### src/rtl/totp_pkg.sv
package totp_pkg;

  localparam int unsigned KeyWords  = 8;
  localparam int unsigned KeyIdxW   = 3;
  localparam int unsigned CfgIdxW   = 8;
  localparam int unsigned SecW      = 63;
  localparam int unsigned CodeW     = 20;
  localparam logic [5:0]  StepSecs  = 6'd30;
  localparam logic [19:0] Modulus   = 20'd1000000;
  localparam logic [7:0]  IpadByte  = 8'h36;
  localparam logic [7:0]  OpadByte  = 8'h5c;

  // ceil(2^29 / 30): exact quotient for any 21-bit partial dividend below 30 * 2^16.
  localparam logic [24:0] DivRecip  = 25'd17895698;
  // ceil(2^51 / 1000000): exact quotient for any 31-bit value.
  localparam logic [31:0] ModRecip  = 32'd2251799814;

  localparam logic [159:0] ShaInit =
    160'h67452301_efcdab89_98badcfe_10325476_c3d2e1f0;

  typedef struct packed {
    logic start;
    logic init;
  } sha_ctl_t;

  function automatic logic [31:0] round_k(input logic [6:0] r);
    logic [31:0] k;
    if (r < 7'd20) begin
      k = 32'h5a827999;
    end else if (r < 7'd40) begin
      k = 32'h6ed9eba1;
    end else if (r < 7'd60) begin
      k = 32'h8f1bbcdc;
    end else begin
      k = 32'hca62c1d6;
    end
    return k;
  endfunction

endpackage

### src/rtl/totp_sha1_core.sv
module totp_sha1_core import totp_pkg::*; (
  input  logic         clk,
  input  logic         rst_n,
  input  sha_ctl_t     ctl,
  input  logic [511:0] block,
  output logic         done,
  output logic [159:0] digest
);

  logic [511:0] w_r, w_nxt;
  logic [159:0] h_r, h_nxt;
  logic [31:0]  a_r, b_r, c_r, d_r, e_r;
  logic [31:0]  a_nxt, b_nxt, c_nxt, d_nxt, e_nxt;
  logic [6:0]   rnd_r, rnd_nxt;
  logic         run_r, run_nxt;
  logic         done_r, done_nxt;
  logic [31:0]  f, t, wnew;
  logic [159:0] h_base;

  assign h_base = ctl.init ? ShaInit : h_r;

  always_comb begin
    if (rnd_r < 7'd20) begin
      f = (b_r & c_r) | (~b_r & d_r);
    end else if (rnd_r < 7'd40 || rnd_r >= 7'd60) begin
      f = b_r ^ c_r ^ d_r;
    end else begin
      f = (b_r & c_r) | (b_r & d_r) | (c_r & d_r);
    end
    t = {a_r[26:0], a_r[31:27]} + f + e_r + round_k(rnd_r) + w_r[511:480];
    wnew = w_r[511-13*32 -: 32] ^ w_r[511-8*32 -: 32] ^ w_r[511-2*32 -: 32]
         ^ w_r[511:480];
    wnew = {wnew[30:0], wnew[31]};
  end

  always_comb begin
    w_nxt = w_r; h_nxt = h_r; rnd_nxt = rnd_r; run_nxt = run_r; done_nxt = 1'b0;
    a_nxt = a_r; b_nxt = b_r; c_nxt = c_r; d_nxt = d_r; e_nxt = e_r;
    if (ctl.start) begin
      w_nxt = block; h_nxt = h_base; rnd_nxt = '0; run_nxt = 1'b1;
      a_nxt = h_base[159:128]; b_nxt = h_base[127:96]; c_nxt = h_base[95:64];
      d_nxt = h_base[63:32];   e_nxt = h_base[31:0];
    end else if (run_r) begin
      a_nxt = t; b_nxt = a_r; c_nxt = {b_r[1:0], b_r[31:2]}; d_nxt = c_r; e_nxt = d_r;
      w_nxt = {w_r[479:0], wnew};
      rnd_nxt = rnd_r + 7'd1;
      if (rnd_r == 7'd79) begin
        run_nxt = 1'b0;
        done_nxt = 1'b1;
        h_nxt = {h_r[159:128] + t, h_r[127:96] + a_r,
                 h_r[95:64] + {b_r[1:0], b_r[31:2]}, h_r[63:32] + c_r, h_r[31:0] + d_r};
      end
    end
  end

  always_ff @(posedge clk) begin
    if (!rst_n) begin
      run_r <= 1'b0;
      done_r <= 1'b0;
      rnd_r <= '0;
    end else begin
      run_r <= run_nxt;
      done_r <= done_nxt;
      rnd_r <= rnd_nxt;
    end
    w_r <= w_nxt; h_r <= h_nxt;
    a_r <= a_nxt; b_r <= b_nxt; c_r <= c_nxt; d_r <= d_nxt; e_r <= e_nxt;
  end

  assign done = done_r;
  assign digest = h_r;

endmodule

### src/rtl/totp_hmac_sha1_code.sv
// Six-digit TOTP generator built on HMAC-SHA1.
//
// Software loads the raw key through the configuration port: cfg_we with
// cfg_index 0 to 7 writes one 64-bit big-endian key word; other indexes are
// ignored. Write the key only while busy is low.
// A transfer on the input channel happens when start is high and busy is low;
// in_unix_seconds is then captured and busy rises on the next cycle.
// The time is divided by 30 one 16-bit digit per cycle, with a reciprocal
// multiplication on the shared 32 by 32 multiplier. Four SHA-1 compressions
// follow on one shared round unit, each a launch, 80 rounds and a step that
// takes the digest. Truncation and the reduction by one million on the same
// multiplier (quotient estimate, then remainder) come next, then an output
// state. The result appears on out_otp_code, qualified by out_valid.
// The receiver cannot stall, and busy is already low in the out_valid cycle,
// so a new start may follow at once; a new time is taken only when the
// previous code is out.
// Reset clears the key words to zero and returns the sequencer to idle.
module totp_hmac_sha1_code import totp_pkg::*; (
  input  logic               clk,
  input  logic               rst_n,
  input  logic               start,
  output logic               busy,
  input  logic [SecW-1:0]    in_unix_seconds,
  output logic               out_valid,
  output logic [CodeW-1:0]   out_otp_code,
  input  logic               cfg_we,
  input  logic [CfgIdxW-1:0] cfg_index,
  input  logic [63:0]        cfg_wdata
);

  typedef enum logic [7:0] {
    ST_IDLE  = 8'b0000_0001,
    ST_DIV   = 8'b0000_0010,
    ST_SHA   = 8'b0000_0100,
    ST_WAIT  = 8'b0000_1000,
    ST_TRUNC = 8'b0001_0000,
    ST_MOD   = 8'b0010_0000,
    ST_OUT   = 8'b0100_0000,
    ST_SPARE = 8'b1000_0000
  } state_t;

  state_t         state_r, state_nxt;
  logic [63:0]    key_r [KeyWords];
  logic [63:0]    quo_r, quo_nxt;
  logic [4:0]     rem_r, rem_nxt;
  logic [5:0]     cnt_r, cnt_nxt;
  logic [1:0]     blk_r, blk_nxt;
  logic [159:0]   inner_r, inner_nxt;
  logic [11:0]    modq_r, modq_nxt;
  logic [30:0]    bin_r, bin_nxt;
  logic [CodeW-1:0] code_r, code_nxt;
  logic           valid_r, valid_nxt;
  sha_ctl_t       sha_ctl;
  logic [511:0]   sha_block, key_blk;
  logic           sha_done;
  logic [159:0]   sha_digest;
  logic [3:0]     off;
  logic [31:0]    word;
  logic [31:0]    mul_a, mul_b;
  logic [63:0]    mul_p;
  logic [20:0]    div_v, div_back, div_diff;
  logic [15:0]    div_q;
  logic [30:0]    mod_diff;

  always_comb begin
    for (int i = 0; i < KeyWords; i++) begin
      for (int j = 0; j < 8; j++) begin
        key_blk[511 - 64*i - 8*j -: 8] = key_r[i][63 - 8*j -: 8]
          ^ ((blk_r[1] == 1'b0) ? IpadByte : OpadByte);
      end
    end
  end

  // Block order: inner key block, inner message block, outer key block,
  // outer digest block.
  always_comb begin
    unique case (blk_r)
      2'd1: sha_block = {quo_r, 8'h80, 376'd0, 64'd576};
      2'd3: sha_block = {inner_r, 8'h80, 280'd0, 64'd672};
      default: sha_block = key_blk;
    endcase
  end

  // The 32 by 32 multiplier is shared by the division and the reduction steps.
  always_comb begin
    mul_a = '0;
    mul_b = '0;
    unique case (state_r)
      ST_DIV: begin
        mul_a = {11'd0, div_v};
        mul_b = {7'd0, DivRecip};
      end
      ST_MOD: begin
        if (cnt_r[0] == 1'b0) begin
          mul_a = {1'b0, bin_r};
          mul_b = ModRecip;
        end else begin
          mul_a = {20'd0, modq_r};
          mul_b = {12'd0, Modulus};
        end
      end
      default: begin
        mul_a = '0;
        mul_b = '0;
      end
    endcase
  end

  assign mul_p = mul_a * mul_b;

  // One 16-bit digit of the division by 30: the running remainder on top.
  assign div_v    = {rem_r, quo_r[63:48]};
  assign div_q    = mul_p[44:29];
  assign div_back = {5'd0, div_q} * {15'd0, StepSecs};
  assign div_diff = div_v - div_back;

  assign mod_diff = bin_r - mul_p[30:0];

  always_comb begin
    off = sha_digest[3:0];
    word = sha_digest[159 - 8*off -: 32];
  end

  always_comb begin
    state_nxt = state_r; quo_nxt = quo_r; rem_nxt = rem_r; cnt_nxt = cnt_r;
    blk_nxt = blk_r; inner_nxt = inner_r; modq_nxt = modq_r; bin_nxt = bin_r;
    code_nxt = code_r; valid_nxt = 1'b0; sha_ctl = '0;
    unique case (state_r)
      ST_IDLE: begin
        if (start) begin
          quo_nxt = {1'b0, in_unix_seconds}; rem_nxt = '0; cnt_nxt = '0;
          state_nxt = ST_DIV;
        end
      end
      ST_DIV: begin
        // Shift the next digit out of the top and the quotient digit in below.
        quo_nxt = {quo_r[47:0], div_q};
        rem_nxt = div_diff[4:0];
        cnt_nxt = cnt_r + 6'd1;
        if (cnt_r == 6'd3) begin
          blk_nxt = 2'd0;
          state_nxt = ST_SHA;
        end
      end
      ST_SHA: begin
        sha_ctl.start = 1'b1;
        sha_ctl.init = (blk_r == 2'd0) || (blk_r == 2'd2);
        state_nxt = ST_WAIT;
      end
      ST_WAIT: begin
        if (sha_done) begin
          if (blk_r == 2'd1) begin
            inner_nxt = sha_digest;
          end
          blk_nxt = blk_r + 2'd1;
          state_nxt = (blk_r == 2'd3) ? ST_TRUNC : ST_SHA;
        end
      end
      ST_TRUNC: begin
        bin_nxt = word[30:0];
        cnt_nxt = '0;
        state_nxt = ST_MOD;
      end
      ST_MOD: begin
        // First the quotient by one million, then the remainder.
        if (cnt_r[0] == 1'b0) begin
          modq_nxt = mul_p[62:51];
          cnt_nxt = cnt_r + 6'd1;
        end else begin
          code_nxt = mod_diff[CodeW-1:0];
          state_nxt = ST_OUT;
        end
      end
      ST_OUT: begin
        valid_nxt = 1'b1;
        state_nxt = ST_IDLE;
      end
      default: state_nxt = ST_IDLE;
    endcase
  end

  always_ff @(posedge clk) begin
    if (!rst_n) begin
      state_r <= ST_IDLE;
      valid_r <= 1'b0;
      for (int i = 0; i < KeyWords; i++) begin
        key_r[i] <= '0;
      end
    end else begin
      state_r <= state_nxt;
      valid_r <= valid_nxt;
      if (cfg_we && cfg_index < CfgIdxW'(KeyWords)) begin
        key_r[cfg_index[KeyIdxW-1:0]] <= cfg_wdata;
      end
    end
    quo_r <= quo_nxt; rem_r <= rem_nxt; cnt_r <= cnt_nxt; blk_r <= blk_nxt;
    inner_r <= inner_nxt; modq_r <= modq_nxt; bin_r <= bin_nxt; code_r <= code_nxt;
  end

  totp_sha1_core u_sha (
    .clk    (clk),
    .rst_n  (rst_n),
    .ctl    (sha_ctl),
    .block  (sha_block),
    .done   (sha_done),
    .digest (sha_digest)
  );

  assign busy = (state_r != ST_IDLE);
  assign out_valid = valid_r;
  assign out_otp_code = code_r;

endmodule

### config.mk
export PLATFORM = sky130hd
export DESIGN_NAME = totp_hmac_sha1_code
export DESIGN_NICKNAME = d
export VERILOG_FILES = /design/src/rtl/totp_pkg.sv /design/src/rtl/totp_sha1_core.sv /design/src/rtl/totp_hmac_sha1_code.sv
export SDC_FILE = /design/constraint.sdc
export NUM_CORES = 2
export LEC_CHECK = 0
export CAP_MARGIN = 20
export CORE_MARGIN = 3
export CORE_UTILIZATION = 40
export DETAILED_ROUTE_END_ITERATION = 8
export DONT_BUFFER_PORTS = 1
export PLACE_DENSITY = 0.57
export SYNTH_ARGS = -nofsm -noshare
export SYNTH_HDL_FRONTEND = slang
export SYNTH_SLANG_ARGS = --single-unit
### constraint.sdc
create_clock -name clk -period 22.5 [get_ports clk]
set_input_delay 2.25 -clock clk [delete_from_list [all_inputs] [get_ports clk]]
set_output_delay 2.25 -clock clk [all_outputs]
set_load 0.05 [all_outputs]
# == Yosys cells after proc, flatten, opt, wreduce, memory -nomap -nowiden ==
# Memory sizes are Yosys's and may differ from the RTL's.
# Cells that the tools add are included.
# totals
word_cells,220
inputBits,139
mem_count,1
reg_bits,1150
output_inout_bits,22
ram_bits,512
# memory_table
memory,words,width,read_ports,rd_ports_with_merged_regs,wr,line,rtl
key_r,8,64,8,0,8,totp_hmac_sha1_code.sv:43,logic [63:0] key_r [KeyWords];
# op_classes
n_shift,1
add_sub_neg,15
n_mul,2
n_bitwise,80
mux,56
order_cmp,5
n_reduce_logical,21
eq_ne,18
# op_table
op,count
2-to-1 mux 512 bit,2
one-hot mux 512 bit (2 select lines),1
2-to-1 mux 160 bit,4
XOR 8 bit,63
2-to-1 mux 32 bit,15
adder 32 bit,9
variable part select 191 x 33 -> 31 bit,1
XOR 32 bit,5
AND 32 bit,4
2-to-1 mux 64 bit,2
one-hot mux 64 bit (2 select lines),1
OR 32 bit,3
one-hot mux 32 bit (2 select lines),1
OR reduction 64 bit,1
multiplier 31 x 32 -> 63 bit,1
2-to-1 mux 31 bit,2
one-hot mux 31 bit (2 select lines),1
one-hot mux 8 bit (6 select lines),1
2-to-1 mux 8 bit,4
inverter 32 bit,1
one-hot mux 6 bit (4 select lines),1
subtractor 20 bit,1
"multiplier 16 x 4 -> 4 bit, second input constant",1
"less-than comparator 7 x 6 -> 1 bit, second input constant",2
42 further kinds,71

# == Logic depth before layout (Yosys ltp) ==
# logic_depth
depth_word,13
mapped_depth,44
depth_no_buf,44

# == Hierarchy ==
# From an unflattened synthesis, not the netlist that was laid out.
# hier_totals
cells_unflattened,9439
area_unflattened_um2,110423.4
# modules_own_cells
mod,cells_per_inst,area_each_um2,n_inst
totp_hmac_sha1_code,5587,62338.5,1
totp_sha1_core,3852,48084.9,1

# == Worst setup path before layout ==
# OpenSTA, ideal clock, no wires.
# synth_path
path_type,flip-flop to flip-flop
from,register state_r[6]
to,"register u_sha.a_r[0], enable pin"
required_time_ps,21337
path_slack_ps,4413
t_arrival_ps,16925
path_stages_with_launch,8
path_buffers,3
cell_sequence,dfxtp_1 -> nor4_1 -> nor2b_1 -> nand3b_1 -> clkbuf_1 -> clkbuf_1 -> clkbuf_1 -> nand2b_1
# synth_via
elab_chain_cells,3
# synth_lines
item,line,rtl
"start, declared",totp_hmac_sha1_code.sv:42,"state_t state_r, state_nxt;"
"start signal, assigned",totp_hmac_sha1_code.sv:190,state_r <= state_nxt;
equality test 8 x 3 -> 1 bit,totp_hmac_sha1_code.sv:128,unique case (state_r)
2-to-1 mux 2 bit,totp_hmac_sha1_code.sv:128,
nonzero test 2 bit (no line),-,
"end signal, assigned",totp_sha1_core.sv:67,a_r <= a_nxt; b_r <= b_nxt; c_r <= c_nxt; d_r <= d_nxt; e_r <= e_nxt;
"end, declared",totp_sha1_core.sv:12,"logic [31:0] a_r, b_r, c_r, d_r, e_r;"
# No other way between the ends.
# A chain may end at the register's enable or synchronous reset.

# == Worst setup path after layout ==
# layout_path
from,register state_r[6]
to,register rem_r[4] (data pin)
# layout_via
elab_chain_cells,6
word_cells_on_any_way,9
cone_classes,1 x add/sub; 2 x mul; 3 x eq/ne; 3 x mux
# layout_lines
item,line,rtl
equality test 8 x 6 -> 1 bit / equality test 8 x 2 -> 1 bit (equally long branches),"totp_hmac_sha1_code.sv:88, totp_hmac_sha1_code.sv:128",
one-hot mux 31 bit (2 select lines) / one-hot mux 32 bit (2 select lines) (equally long branches),totp_hmac_sha1_code.sv:88,unique case (state_r)
multiplier 31 x 32 -> 63 bit,totp_hmac_sha1_code.sv:109,assign mul_p = mul_a * mul_b;
multiplier 16 x 4 -> 4 bit,totp_hmac_sha1_code.sv:114,"assign div_back = {5'd0, div_q} * {15'd0, StepSecs};"
subtractor 5 bit,totp_hmac_sha1_code.sv:115,assign div_diff = div_v - div_back;
one-hot mux 5 bit (2 select lines) (*),totp_hmac_sha1_code.sv:128,
"end signal, assigned",totp_hmac_sha1_code.sv:196,quo_r <= quo_nxt; rem_r <= rem_nxt; cnt_r <= cnt_nxt; blk_r <= blk_nxt;
"end, declared",totp_hmac_sha1_code.sv:45,"logic [4:0] rem_r, rem_nxt;"
# Every way passes the cells marked *; elsewhere a longest branch is shown, timed or not.

==> impl_metrics.toml <==
[global_route]
overflow = 0
grt_max_degree = 236
grt_first_pass_wirelength_um = 582700
grt_antenna_before_repair = 46
grt_pass1_vias = 75840
gr-usage-all-layers_pct = 29.39

[clock_network]
clock-sinks = 1661
cts_buffer_depth = 4
cts-root-buf = "clkbuf_16"
clk_latency_ns = 0.88
cts_buffers = 197
clk_pin_slew_worst_paths_ns = 0.06
tritoncts = "yes"
h-tree-depth = 4
cts_resized = 0
post-cts-setup-buffers = 0
cts.hold.buffers_added = 0

[power_and_ir_drop]
power.density_mw_per_mm2 = 68.21
peakVddDrop_mv = 0.09861
p_leak_nw = 48.19

[timing]
setup_ws_ns = 10.48
skew_ns = 0.1047
tightest_slew_ns = 1.166
max_freq_ghz = 0.08320
timing.slew.headroom_pct = 22.24
finalCritPeriodShare_pct = 53.42
finalSetupViolations = 0
tns_ns = 0
rsz0062_at_grt = "no"
period_needed_ns = 12.02
drv_slew = 0
hold_violations = 0

[final_layout]
syn_to_final_growth_pct = 9.664
drive_above_1_share_pct = 5.491
design_area_mm2 = 0.1188
layout_common_cells = "edfxtp_1, nand2_1, inv_1, fa_1, ha_1"
fill_cells = 25030
final_util_pct = 44.23
regArea_mm2 = 0.04971
final_nets = 11060
multiInputGateArea_mm2 = 0.05394
final_common_cell = "edfxtp_1"

[floorplan]
pin_count = 161
fp.dieArea_mm2 = 0.2772
die_h_um = 526.5
dieWidth_um = 526.5
initial_core_util_pct = 40.33
fp.coreArea_mm2 = 0.2686
rows = 190

[synthesis]
ys_warn_count = 0
synthArstFlopShare_pct = 0
syn_area_per_cell_um2 = 11.21
synth-seq-area-share_pct = 45.88
synthFlopType = "edfxtp_1"
synth_seq_cells = 1661
yosysUniqueCellTypes = 93
synthCells = 9664
syn_area_mm2 = 0.1083
synth_edf_count = 1644

[critical_path]
max_stage_delay_ns = 0.81
crit_type = "reg2reg"
crit_family = "adder cells"
slowest_stage = "and3_1"
crit_buf_inv = 9
crit_top_cell = "inv_1"
start_kind = "register"
critPathMaxFanout = 34
required_ns = 23.04
cp-end-kind = "register"
arrival_ns = 12.56

[detailed_routing]
vias = 76680
drtPass1Iterations = 5
ant_nets = 0
drc_errors = 0
wl_per_cell_um = 31.10
drt_iter0_markers = 8120
vias_per_cell = 5.744
drt_wl_total_um = 415200

[outcome]
outcome = "finished clean"

[placed_design]
place_ws_ns = 10.54
port_buffers = 0
routabilityCongestion = 0.9898
dp_hpwl_um = 311600
dpl_cell_area_mm2 = 0.1126

[job]
drv_cap = 0

[hold_path]
hold_path_class = "reg2reg"
cell families (layout without fill, tap and decap cells):
group / after synthesis / in the layout / synth area share, %
adder cells (fa/ha/maj): 1306 / 1306 / 19.82
buffers and inverters: 1399 / 1402 / 4.869
XOR/XNOR: 575 / 575 / 4.697
flip-flops: 1661 / 1661 / 45.88
AO/OA/AOI/OAI: 1764 / 1764 / 10.71
AND/OR/NAND/NOR: 2784 / 2784 / 11.96
multiplexers: 173 / 173 / 2.060
other: 2 / 133 / 0.006931
cell type report:
cell class / instances / area share (%)
timing repair buffer: 121 / 0.8824
multi-input combinational: 6698 / 45.40
tap: 3552 / 3.740
clock buffer: 251 / 4.409
inverter: 935 / 2.954
antenna: 37 / 0.07792
sequential: 1661 / 41.83
clock inverter: 95 / 0.7034
stage by stage:
stage / cells / hold slack (ns) / total power, mW
CTS: 13310 / 0.4832 / 8.156
detailed placement: 12960 / 0.4946 / 5.025
global placement: 12960 / 0.4901 / 5.045
global route: 13320 / 0.5040 / 8.436
finish: 13350 / 0.4848 / 8.105
floorplan: 9758 / 0.4456 / 4.588
where the power goes:
group          internal [mW]  switching, mW
Combinational          0.565          0.884
Clock                   1.79           1.32
Sequential              3.47         0.0693
Total                   5.83           2.28
synth_stat cells (9+ instances only):
library cell | number | area (µm²)
xnor2_1 | 336 | 2943
o32a_1 | 15 | 150.1
nor2b_1 | 45 | 281.5
buf_2 | 13 | 65.06
nor4_1 | 12 | 75.07
a31oi_1 | 37 | 231.5
and4_1 | 13 | 113.9
and3_1 | 53 | 331.6
nand4_1 | 31 | 193.9
a211o_1 | 10 | 87.58
edfxtp_1 | 1644 | 49370
a2111oi_0 | 9 | 78.83
mux4_2 | 36 | 810.8
o21ai_0 | 441 | 2207
a21boi_0 | 12 | 90.09
o31ai_1 | 265 | 1989
a221oi_1 | 135 | 1182
o21bai_1 | 31 | 232.7
o21a_1 | 41 | 307.8
or3_1 | 27 | 168.9
fa_1 | 684 | 13690
a22oi_1 | 27 | 202.7
a21oi_1 | 389 | 1947
o41ai_1 | 9 | 78.83
o32ai_1 | 13 | 113.9
inv_1 | 931 | 3495
o211ai_1 | 20 | 150.1
clkbuf_1 | 422 | 1584
nand2b_1 | 43 | 269.0
or2_2 | 22 | 137.6
a21o_1 | 104 | 780.8
nand2_1 | 1125 | 4223
buf_1 | 28 | 105.1
nor2_1 | 574 | 2155
dfxtp_1 | 17 | 340.3
o22ai_1 | 31 | 193.9
mux2i_1 | 97 | 970.9
nor3_1 | 95 | 475.5
xor2_1 | 236 | 2067
a211oi_1 | 53 | 397.9
ha_1 | 622 | 7782
nand3_1 | 158 | 790.8
and2_1 | 549 | 3435
a22o_1 | 19 | 166.4
mux2_2 | 40 | 450.4
metal layers:
| layer | track usage, % | up-vias | routed length (µm) |
|---|---|---|---|
| li1 | - | 33560 | - |
| met1 | 39.51 | 39250 | 173100 |
| met2 | 46.80 | 3173 | 190200 |
| met3 | 4.022 | 692 | 27520 |
| met4 | 14.47 | 8 | 24310 |
| met5 | 0 | - | 53 |
state kept, by name, indices dropped and copies added (netlist names), 64 cells and up:
| signal | cells |
|---|---|
| key_r | 512 |
| u_sha.w_r | 512 |
| inner_r | 160 |
| u_sha.digest | 160 |
| quo_r | 64 |
final timing paths:
check / start / end / slack (ns) / cells after the start
setup / recovery: state_r[6] / rem_r[4] / 10.48 / 44
hold / removal: u_sha.w_r[412] / u_sha.w_r[444] / 0.48 / 2
setup reg to reg: state_r[6] / rem_r[4] / 10.48 / 44
hold reg to reg: u_sha.w_r[412] / u_sha.w_r[444] / 0.48 / 2
tightest hold or removal path: cells and delay by family, from the launching register on:
| family | cells | cell delay [ns] |
|---|---|---|
| AO/OA/AOI/OAI | 1 | 0.07 |
| flip-flops | 1 | 0.32 |
| AND/OR/NAND/NOR | 1 | 0.04 |
Note: power is estimated with default switching activity, not from simulation.
